## config.mk

```make
export PLATFORM = sky130hd
export DESIGN_NAME = optimal_bst_cost_table
export DESIGN_NICKNAME = d
export VERILOG_FILES = /design/src/hdl/obst_pkg.sv /design/src/hdl/obst_seq.sv /design/src/hdl/obst_dpath.sv /design/src/hdl/optimal_bst_cost_table.sv
export VERILOG_INCLUDE_DIRS = /design/src /design/src/hdl
export SDC_FILE = /design/constraint.sdc
export NUM_CORES = 2
export LEC_CHECK = 0
export ABC_CLOCK_PERIOD_IN_PS = 7050
export BUFFER_PORTS_ARGS = -buffer_cell sky130_fd_sc_hd__buf_2
export CAP_MARGIN = 30
export CORE_MARGIN = 3
export CORE_UTILIZATION = 45
export CTS_CLUSTER_SIZE = 20
export DETAILED_ROUTE_END_ITERATION = 8
export PLACE_DENSITY = 0.63
export SYNTH_ARGS = -nofsm -noshare
export SYNTH_HDL_FRONTEND = slang
export SYNTH_SLANG_ARGS = --single-unit
```

## constraint.sdc

```tcl
create_clock -name clock -period 7.05 [get_ports clock]
set_input_delay 0.3525 -clock clock [delete_from_list [all_inputs] [get_ports clock]]
set_output_delay 0.3525 -clock clock [all_outputs]
set_load 0.05 [all_outputs]
```

## src/hdl/optimal_bst_cost_table_macros.svh

```systemverilog
// Assertion macros shared by the optimal BST cost table RTL.
`ifndef OPTIMAL_BST_COST_TABLE_MACROS_SVH
`define OPTIMAL_BST_COST_TABLE_MACROS_SVH

`ifndef SYNTHESIS

// Check cons in the same cycle as ante.
`define OBST_ASSERT(lbl, clk, rst, ante, cons) \
   lbl: assert property (@(posedge clk) disable iff (rst) (ante) |-> (cons)) \
      else $error("obst assertion failed");

// Check cons in the cycle after ante.
`define OBST_ASSERT_NEXT(lbl, clk, rst, ante, cons) \
   lbl: assert property (@(posedge clk) disable iff (rst) (ante) |=> (cons)) \
      else $error("obst assertion failed");

`else

`define OBST_ASSERT(lbl, clk, rst, ante, cons)
`define OBST_ASSERT_NEXT(lbl, clk, rst, ante, cons)

`endif

`endif

```

## src/hdl/obst_pkg.sv

```systemverilog
// Types, constants and microcode ROM for the optimal BST cost table.
package obst_pkg;

   localparam int FREQ_W     = 16;
   localparam int POS_W      = 3;
   localparam int ROOT_W     = 4;
   localparam int OUT_COST_W = 22;
   localparam int COST_W     = 23;
   localparam logic [OUT_COST_W-1:0] COST_MAX = {OUT_COST_W{1'b1}};

   typedef struct packed {
      logic [FREQ_W-1:0] frequency;
      logic              final_key;
   } req_type;

   typedef struct packed {
      logic [POS_W-1:0]      range_start;
      logic [POS_W-1:0]      range_end;
      logic [OUT_COST_W-1:0] subtree_cost;
      logic [ROOT_W-1:0]     best_root;
      logic                  done_res;
   } rsp_type;

   // Datapath operations, one per control word.
   typedef enum logic [2:0] {
      OP_NONE,
      OP_LOAD,
      OP_INIT,
      OP_RANGE,
      OP_READ,
      OP_TRIAL,
      OP_EMIT,
      OP_STEP
   } op_type;

   // Branch conditions of the sequencer.
   typedef enum logic [2:0] {
      COND_NEXT,
      COND_ALWAYS,
      COND_WAIT_LAST,
      COND_MORE_ROOTS,
      COND_OUT_BUSY,
      COND_MORE_RANGES
   } cond_type;

   localparam int PC_W = 3;

   // Microprogram addresses.
   localparam logic [PC_W-1:0] PC_LOAD  = 3'd0;
   localparam logic [PC_W-1:0] PC_INIT  = 3'd1;
   localparam logic [PC_W-1:0] PC_RANGE = 3'd2;
   localparam logic [PC_W-1:0] PC_READ  = 3'd3;
   localparam logic [PC_W-1:0] PC_TRIAL = 3'd4;
   localparam logic [PC_W-1:0] PC_EMIT  = 3'd5;
   localparam logic [PC_W-1:0] PC_STEP  = 3'd6;
   localparam logic [PC_W-1:0] PC_BACK  = 3'd7;

   typedef struct packed {
      op_type            op;
      cond_type          cond;
      logic [PC_W-1:0]   target;
   } ctl_type;

   typedef struct packed {
      logic last_in;
      logic more_roots;
      logic out_free;
      logic more_ranges;
   } stat_type;

   // Microcode ROM: a taken condition jumps to target, otherwise fall through.
   function automatic ctl_type ucode_word(input logic [PC_W-1:0] pc);
      ctl_type w;
      w = '{op: OP_NONE, cond: COND_ALWAYS, target: PC_LOAD};
      unique case (pc)
         PC_LOAD:  w = '{op: OP_LOAD,  cond: COND_WAIT_LAST,   target: PC_LOAD};
         PC_INIT:  w = '{op: OP_INIT,  cond: COND_NEXT,        target: PC_LOAD};
         PC_RANGE: w = '{op: OP_RANGE, cond: COND_NEXT,        target: PC_LOAD};
         PC_READ:  w = '{op: OP_READ,  cond: COND_NEXT,        target: PC_LOAD};
         PC_TRIAL: w = '{op: OP_TRIAL, cond: COND_MORE_ROOTS,  target: PC_READ};
         PC_EMIT:  w = '{op: OP_EMIT,  cond: COND_OUT_BUSY,    target: PC_EMIT};
         PC_STEP:  w = '{op: OP_STEP,  cond: COND_MORE_RANGES, target: PC_RANGE};
         PC_BACK:  w = '{op: OP_NONE,  cond: COND_ALWAYS,      target: PC_LOAD};
         default:  w = '{op: OP_NONE,  cond: COND_ALWAYS,      target: PC_LOAD};
      endcase
      return w;
   endfunction

endpackage

```

## src/hdl/obst_seq.sv

```systemverilog
// Microcode sequencer: step counter, control ROM and branch logic.
`include "optimal_bst_cost_table_macros.svh"

module obst_seq (
   input  logic              clock,
   input  logic              reset,
   input  obst_pkg::stat_type stat,
   output obst_pkg::ctl_type  ctl
);
   import obst_pkg::*;

   logic [PC_W-1:0] pc_ff;
   logic [PC_W-1:0] pc_in;
   ctl_type         word;
   logic            take;

   // Fetch the control word of the current step.
   assign word = ucode_word(pc_ff);
   assign ctl  = word;

   // Resolve the branch condition.
   always_comb begin
      unique case (word.cond)
         COND_NEXT:        take = 1'b0;
         COND_ALWAYS:      take = 1'b1;
         COND_WAIT_LAST:   take = !stat.last_in;
         COND_MORE_ROOTS:  take = stat.more_roots;
         COND_OUT_BUSY:    take = !stat.out_free;
         COND_MORE_RANGES: take = stat.more_ranges;
         default:          take = 1'b0;
      endcase
      pc_in = take ? word.target : pc_ff + PC_W'(1);
   end

   // Advance the step counter.
   always_ff @(posedge clock) begin
      if (reset) begin
         pc_ff <= PC_LOAD;
      end else begin
         pc_ff <= pc_in;
      end
   end

   `OBST_ASSERT(a_last_only_in_load, clock, reset, stat.last_in, word.op == OP_LOAD)
   `OBST_ASSERT_NEXT(a_emit_holds, clock, reset, word.op == OP_EMIT && !stat.out_free, pc_ff == PC_EMIT)

endmodule

```

## src/hdl/obst_dpath.sv

```systemverilog
// Datapath: key weights, cost memory, root comparison and result register.
`include "optimal_bst_cost_table_macros.svh"

module obst_dpath #(
   parameter int MAX_KEYS = 8
) (
   input  logic              clock,
   input  logic              reset,
   input  obst_pkg::ctl_type  ctl,
   output obst_pkg::stat_type stat,
   input  logic              req_valid,
   output logic              req_ready,
   input  obst_pkg::req_type  req_data,
   output logic              rsp_valid,
   input  logic              rsp_ready,
   output obst_pkg::rsp_type  rsp_data
);
   import obst_pkg::*;

   localparam int PW    = $clog2(MAX_KEYS + 1);
   localparam int IW    = (MAX_KEYS > 1) ? $clog2(MAX_KEYS) : 1;
   localparam int DEPTH = MAX_KEYS * MAX_KEYS;
   localparam int AW    = (DEPTH > 1) ? $clog2(DEPTH) : 1;
   localparam int WSW   = FREQ_W + $clog2(MAX_KEYS);
   localparam int TW    = COST_W + 1;
   localparam int SW    = COST_W + 2;
   localparam int MW    = AW + PW + 1;

   // Row-major table address of range (r, c).
   function automatic logic [AW-1:0] tbl_addr(input logic [PW-1:0] r, input logic [PW-1:0] c);
      logic [MW-1:0] full;
      full = MW'(r) * MW'(MAX_KEYS) + MW'(c);
      return full[AW-1:0];
   endfunction

   logic [FREQ_W-1:0] weights_ff [MAX_KEYS];
   logic [COST_W-1:0] cost_mem [DEPTH];

   logic [PW-1:0]  count_ff, count_in;
   logic [PW-1:0]  n_ff, n_in;
   logic [PW-1:0]  i_ff, i_in;
   logic [PW-1:0]  len_ff, len_in;
   logic [PW-1:0]  k_ff, k_in;
   logic [PW-1:0]  j_ff, j_in;
   logic [PW-1:0]  bk_ff, bk_in;
   logic [WSW-1:0] wsum_ff, wsum_in;
   logic [TW-1:0]  best_ff, best_in;
   logic           first_ff, first_in;
   logic           lempty_ff, lempty_in;
   logic           rempty_ff, rempty_in;
   logic [COST_W-1:0] left_ff, right_ff;
   logic           rsp_valid_ff, rsp_valid_in;
   rsp_type        rsp_data_ff, rsp_data_in;

   logic              accept;
   logic              last_key;
   logic              out_free;
   logic              emit_fire;
   logic              range_more;
   logic [AW-1:0]     laddr, raddr, waddr;
   logic [COST_W-1:0] lval, rval;
   logic [TW-1:0]     trial;
   logic [SW-1:0]     cost_sum;
   logic [PW-1:0]     root_one;

   // Request side.
   assign req_ready = (ctl.op == OP_LOAD);
   assign accept    = req_valid && req_ready;
   assign last_key  = req_data.final_key || (count_ff == PW'(MAX_KEYS - 1));

   // Result side: free when empty or drained this cycle.
   assign out_free  = !rsp_valid_ff || rsp_ready;
   assign emit_fire = (ctl.op == OP_EMIT) && out_free;

   // Subrange addresses and the trial cost with empty sides as zero.
   assign laddr    = tbl_addr(i_ff, k_ff - PW'(1));
   assign raddr    = tbl_addr(k_ff + PW'(1), j_ff);
   assign waddr    = tbl_addr(i_ff, j_ff);
   assign lval     = lempty_ff ? '0 : left_ff;
   assign rval     = rempty_ff ? '0 : right_ff;
   assign trial    = TW'(lval) + TW'(rval);
   assign cost_sum = SW'(best_ff) + SW'(wsum_ff);
   assign root_one = bk_ff + PW'(1);

   assign range_more = (PW + 1)'(i_ff) + (PW + 1)'(len_ff) < (PW + 1)'(n_ff);

   assign stat.last_in     = accept && last_key;
   assign stat.more_roots  = (k_ff != j_ff);
   assign stat.out_free    = out_free;
   assign stat.more_ranges = (len_ff != n_ff);

   // Next values of counters and accumulators.
   always_comb begin
      count_in  = count_ff;
      n_in      = n_ff;
      i_in      = i_ff;
      len_in    = len_ff;
      k_in      = k_ff;
      j_in      = j_ff;
      bk_in     = bk_ff;
      wsum_in   = wsum_ff;
      best_in   = best_ff;
      first_in  = first_ff;
      lempty_in = lempty_ff;
      rempty_in = rempty_ff;
      unique case (ctl.op)
         OP_LOAD: begin
            if (accept) begin
               if (last_key) begin
                  n_in     = count_ff + PW'(1);
                  count_in = '0;
               end else begin
                  count_in = count_ff + PW'(1);
               end
            end
         end
         OP_INIT: begin
            i_in   = '0;
            len_in = PW'(1);
         end
         OP_RANGE: begin
            k_in     = i_ff;
            j_in     = i_ff + len_ff - PW'(1);
            wsum_in  = '0;
            first_in = 1'b1;
         end
         OP_READ: begin
            lempty_in = (k_ff == i_ff);
            rempty_in = (k_ff == j_ff);
         end
         OP_TRIAL: begin
            // Strict compare keeps the smallest root on a tie.
            if (first_ff || (trial < best_ff)) begin
               best_in = trial;
               bk_in   = k_ff;
            end
            first_in = 1'b0;
            wsum_in  = wsum_ff + WSW'(weights_ff[k_ff[IW-1:0]]);
            k_in     = k_ff + PW'(1);
         end
         OP_STEP: begin
            if (range_more) begin
               i_in = i_ff + PW'(1);
            end else begin
               i_in   = '0;
               len_in = len_ff + PW'(1);
            end
         end
         default: begin
         end
      endcase
   end

   // Load the result register or drop it once taken.
   always_comb begin
      rsp_valid_in = rsp_valid_ff;
      rsp_data_in  = rsp_data_ff;
      if (emit_fire) begin
         rsp_valid_in             = 1'b1;
         rsp_data_in.range_start  = POS_W'(i_ff);
         rsp_data_in.range_end    = POS_W'(j_ff);
         rsp_data_in.subtree_cost = (cost_sum > SW'(COST_MAX)) ? COST_MAX
                                                              : cost_sum[OUT_COST_W-1:0];
         rsp_data_in.best_root    = ROOT_W'(root_one);
         rsp_data_in.done_res     = (len_ff == n_ff);
      end else if (rsp_ready) begin
         rsp_valid_in = 1'b0;
      end
   end

   // Hold control state.
   always_ff @(posedge clock) begin
      if (reset) begin
         count_ff     <= '0;
         rsp_valid_ff <= 1'b0;
      end else begin
         count_ff     <= count_in;
         rsp_valid_ff <= rsp_valid_in;
      end
   end

   // Hold payload state.
   always_ff @(posedge clock) begin
      n_ff        <= n_in;
      i_ff        <= i_in;
      len_ff      <= len_in;
      k_ff        <= k_in;
      j_ff        <= j_in;
      bk_ff       <= bk_in;
      wsum_ff     <= wsum_in;
      best_ff     <= best_in;
      first_ff    <= first_in;
      lempty_ff   <= lempty_in;
      rempty_ff   <= rempty_in;
      rsp_data_ff <= rsp_data_in;
   end

   // Store key weights.
   always_ff @(posedge clock) begin
      if (accept) begin
         weights_ff[count_ff[IW-1:0]] <= req_data.frequency;
      end
   end

   // Cost memory: one write, two registered reads.
   always_ff @(posedge clock) begin
      if (emit_fire) begin
         cost_mem[waddr] <= cost_sum[COST_W-1:0];
      end
      if (ctl.op == OP_READ) begin
         left_ff  <= cost_mem[laddr];
         right_ff <= cost_mem[raddr];
      end
   end

   assign rsp_valid = rsp_valid_ff;
   assign rsp_data  = rsp_data_ff;

   `OBST_ASSERT(a_count_bound, clock, reset, 1'b1, count_ff < PW'(MAX_KEYS))
   `OBST_ASSERT(a_all_roots_tried, clock, reset, emit_fire, k_ff == j_ff + PW'(1))
   `OBST_ASSERT(a_range_in_set, clock, reset, ctl.op == OP_TRIAL, j_ff < n_ff)

endmodule

```

## src/hdl/optimal_bst_cost_table.sv

```systemverilog
// Top level of the optimal binary search tree cost table.
//
// Requests carry one key frequency each, in sorted key order. A request
// with final_key set, or the MAX_KEYS-th request of a set, closes the set
// and starts the fill of the cost table. Requests are taken only while the
// sequencer sits in its load step, one per cycle.
// Responses come one per subrange, shortest ranges first, left to right;
// the whole range comes last with done_res set. Each response gives the
// cheapest weighted search cost and the lowest root that reaches it.
// For each range the sequencer runs a setup step, then a cost-memory read
// step and a compare step for every root, then a write-back step and a
// range step, until every range of the set is done.
// A single output register separates the sides; when the receiver stalls
// the sequencer waits in its write-back step until the register frees up.
// Reset is synchronous, active high: it returns the sequencer to the load
// step, empties the key count and drops any pending response.
module optimal_bst_cost_table #(
   parameter int MAX_KEYS = 8
) (
   input  logic             clock,
   input  logic             reset,
   input  logic             req_valid,
   output logic             req_ready,
   input  obst_pkg::req_type req_data,
   output logic             rsp_valid,
   input  logic             rsp_ready,
   output obst_pkg::rsp_type rsp_data
);
   import obst_pkg::*;

   ctl_type  ctl;
   stat_type stat;

   obst_seq u_seq (
      .clock (clock),
      .reset (reset),
      .stat  (stat),
      .ctl   (ctl)
   );

   obst_dpath #(
      .MAX_KEYS (MAX_KEYS)
   ) u_dpath (
      .clock     (clock),
      .reset     (reset),
      .ctl       (ctl),
      .stat      (stat),
      .req_valid (req_valid),
      .req_ready (req_ready),
      .req_data  (req_data),
      .rsp_valid (rsp_valid),
      .rsp_ready (rsp_ready),
      .rsp_data  (rsp_data)
   );

endmodule
```

==> metrics.md <==
| Metric | Value |
|---|---|
| Asr flop ratio synth | 0% |
| HP Class | primary input to register |
| P per Cell Area | about 310 nW/µm² |
| Post-synthesis sequential area ratio | between 60% and 70% |
| Routability Congestion | 0.9220 |
| Final Hold Fails | 0 |
| Syn Nets | 4,992 |
| Cts repair resizes | 0 |
| Area Growth Syn to Fin | 13.68% |
| Final sum of negative setup slack | 0 ns |
| Yosys cell types | 70 |
| DR iter-0 viols | 8,501 |
| Post-synth top area share | a little under two thirds |
| Synth top area cells | edfxtp_1 (63%), mux4_2 (16%), mux2_2 (1.8%) |
| Number of global-route vias before repair | about 50,000 |
| RR Startpoint | u_dpath.lempty_ff$_DFFE_PN_ |
| Post-Syn Area | 82,750 µm² |
| CP Max Fanout | 23 |
| Seq pwr share | 42.4% |
| Via/cell ratio | 6.903 |
| Int Power | just over 20 mW |
| Fmax | around 190 MHz |
| PnR worst setup slack | roughly 1.8 ns |
| Worst setup path startpoint | u_dpath.lempty_ff$_DFFE_PN_ |
| Status | finished clean |
| CP Capture Type | register |
| Setup CP Type | register to register |
| Overall die height | approximately 430 µm |
| Nets@finish | ~5,100 |
| Core Util, Final | around half |
| Slew margin rel. | about 19% |
| # fillers | 14,390 |
| Leak | between 30 and 40 nW |
| Crit path top cell by count | a21oi_1 |
| YS warnings | 0 |
| Critical Path AT | about 5.8 ns |
| Crit path cell chain | nor2b_1, ha_1, inv_1, fa_1, nor2b_1, o31a_1, o21ai_1, nand2_1, a21oi_1, o21ai_0, a2111oi_0, nor2_1, ha_1, a21o_1, a21oi_1, o21ai_0, a21o_1, a21oi_1, o21ai_0, a21oi_1, o31a_1, buf_4 |
| Later-pin clock latency in the skew report | 0.85 ns |
| Final setup fails | 0 |
| # DRC | 0 |
| Antenna Nets Post-Route | 0 |
| R2R Path End | u_dpath.best_ff[1]$_DFFE_PP_ |
| Setup WS pre-CTS | approximately 1.8 ns |
| Core area | around 180,000 µm² |
| Die Wd | approximately 430 µm |
| Min Tclk post-route | ~5.3 ns |
| Crit-path max cell delay | around 0.79 ns |
| Met3 Use GR | roughly 9% |
| Busiest grt layer | met2 |
| Maximum VDD drop | just under 0.3 mV |
| Detailed Route WL | 281.7 mm |
| Startpoint types | register |
| Starting density of the core | around 46% |
| IO buf count | 55 |
| Global-route congestion overflow total | 0 |
| CTS tree | done |
| R2R Setup Slk | between 1.5 and 2 ns |
| Slew Limit Fails | 0 |
| Die ar. | 189,100 µm² |
| Slew @ Worst Pin | around 1.2 ns |
| Commonest cells post-synth | edfxtp_1 (1,749), mux4_2 (602), nor2_1 (280) |
| Area leader, netlist | edfxtp_1 |
| Max_cap viols | 0 |
| Routed len/inst | 36.97 µm |
| Worst setup path endpoint | u_dpath.best_ff[1]$_DFFE_PP_ |
| Clock power share | approximately a third |
| First-pass GRT wire length | around 390 mm |
| Clk root buf | clkbuf_16 |
| Met1 Use GR | around 39% |
| Clock skew | 0.04910 ns |
| Layout cells sized above 1 | around 27% |
| Placed cells | 7,242 |
| Worst-path clk slew | 0.06 ns |
| Post-CTS Setup Inserts | 0 |
| Avg Synthesized Cell Area | between 15 and 20 µm² |
| GRT Util Overall | ~29% |
| Critical path's slowest cell | edfxtp_1 |
| Dpl hpwl | between 150 and 200 mm |
| Post-Synthesis Cells | 4,857 |
| Prevailing post-synth register cell | edfxtp_1 |
| Req. time, crit path | between 7 and 8 ns |
| Max Root-Sink Buffers | 3 |
| Largest net degree at the start of global routing | 107 |
| Final Non-Filler Cells | approximately 7,600 |
| Comb pwr share | about a quarter |
| # clock sinks | 1,769 |
| Vias | 52,590 |
| Initial antenna violation count | 35 |
| # IOs | 56 |
| Switching share of total power | 30.15% |
| Seq cells post-synth | approximately 1,800 |
| R2R depth | 22 |
| DRT Pass-1 Iters | 9 |
| Fin crit share | roughly three quarters |
| Count leader, synth | edfxtp_1 |
| Global Route met2 Usage | 43.22% |
| RSZ-0062 raised after global routing | no |
| Total net switching power | approximately 8.7 mW |
| H-tree depth | 4 |
| Total power | 28.81 mW |
| Num CTS Buffers | 184 |
| Std cell rows | ~160 |
| EDFF count, synth | roughly 1,700 |
| Hold-fix buffers at CTS | 20 |
worst min path at each step:
stage                                       end  cells after the start  slack [ns]                      start
2_1_floorplan        u_dpath.bk_ff[2]$_DFFE_PP_                      0        0.42  u_dpath.k_ff[2]$_DFFE_PN_
3_3_place_gp          u_seq.pc_ff[1]$_SDFF_PP0_                      2        0.47    u_seq.ctl[1]$_SDFF_PN0_
3_5_place_dp          u_seq.pc_ff[1]$_SDFF_PP0_                      2        0.49    u_seq.ctl[1]$_SDFF_PN0_
4_1_cts        u_dpath.count_ff[1]$_SDFFE_PP0P_                      4       0.003                  req_valid
5_1_grt               u_dpath.n_ff[1]$_DFFE_PP_                      2        0.07                  req_valid
6_report       u_dpath.count_ff[1]$_SDFFE_PP0P_                      4        0.05                  req_valid
cells in the final DEF, fill, tap and decap left out, types with 25 or more instances in the layout:
master | Yosys | routed
a211oi_1 | 35 | 34
buf_2 | 126 | 58
buf_4 | 25 | 177
a21oi_1 | 228 | 227
a221oi_1 | 138 | 138
a31oi_1 | 28 | 28
mux2i_1 | 139 | 139
nor2b_1 | 59 | 55
edfxtp_1 | 1749 | 1749
xnor2_1 | 44 | 25
clkinv_2 | 0 | 29
inv_1 | 71 | 69
a22o_1 | 38 | 38
xor2_1 | 41 | 36
nand2b_1 | 44 | 44
nand3_1 | 40 | 40
o21ai_0 | 163 | 162
buf_12 | 0 | 33
nor2_1 | 280 | 203
mux4_2 | 602 | 602
clkbuf_16 | 0 | 191
a21o_1 | 27 | 27
clkinv_1 | 0 | 36
ha_1 | 109 | 104
nor2_4 | 0 | 77
nand2_1 | 182 | 182
nor3_1 | 40 | 35
a22oi_1 | 75 | 75
o211ai_1 | 25 | 25
mux2_2 | 130 | 130
clkbuf_1 | 163 | 42
power by group through the flow:
stage	Clock (mW)	Sequential, mW	Combinational (mW)
floorplan	0	12.5	3.63
detailed placement	0	12.5	6.48
CTS	9.94	12.2	6.50
global placement	0	12.5	6.39
global route	10.4	12.2	6.86
finish	9.86	12.2	6.72
critical path: cells and delay by family, from the launching register on:
kind / cells / cell delay [ns]
AOI/OAI and AO/OA: 13 / 2.53
DFF: 1 / 0.79
adders and majority gates: 3 / 0.78
and+or+nand+nor: 4 / 0.44
buffers and inverters: 2 / 0.43
flip-flops by register name, summed over array words and instances (netlist names), named ones only:
| signal | cells |
|---|---|
| u_dpath.best_ff | 24 |
| u_dpath.bk_ff | 4 |
| u_dpath.cost_mem | 1472 |
| u_dpath.count_ff | 4 |
| u_dpath.first_ff | 1 |
| u_dpath.i_ff | 4 |
| u_dpath.j_ff | 4 |
| u_dpath.k_ff | 4 |
| u_dpath.left_ff | 23 |
| u_dpath.lempty_ff | 1 |
| u_dpath.len_ff | 4 |
| u_dpath.n_ff | 4 |
| u_dpath.rempty_ff | 1 |
| u_dpath.right_ff | 23 |
| u_dpath.rsp_data | 33 |
| u_dpath.rsp_valid | 1 |
| u_dpath.weights_ff | 128 |
| u_dpath.wsum_ff | 19 |
| u_seq.ctl | 9 |
| u_seq.pc_ff | 3 |
metal layers:
metal | share of wire (%) | routed length (µm)
met5 | 0.042 | 118
met4 | 6.4 | 18030
met3 | 13 | 37810
met2 | 44 | 123800
met1 | 36 | 101900
metrics by stage:
step	hold slack, ns	instance area [µm²]
after global routing	0.06547	94020
after CTS	0.002968	94000
after detailed placement	0.4857	87760
after floorplan	0.4206	82750
final	0.05434	94070
after global placement	0.4731	87160
cell type report:
type                            count  area [µm²]  area share (%)
Clock inverter                    102        1091           1.160
Clock buffer                      234        4951           5.263
Timing Repair Buffer              300        2790           2.966
Tap cell                         2449        3064           3.258
Antenna cell                       17       42.54         0.04522
Sequential cell                  1769       52920           56.26
Multi-Input combinational cell   2674       28930           30.75
Inverter                           73       276.5          0.2940
cell families after synthesis:
family          synth area share [%]
compound gates                 7.603
xor+xnor                      0.8997
fa+ha+maj                      1.769
buf+inv                        2.218
flops                          63.95
mux                            19.84
simple gates                   3.721
Note: power is estimated with default switching activity, not from simulation.
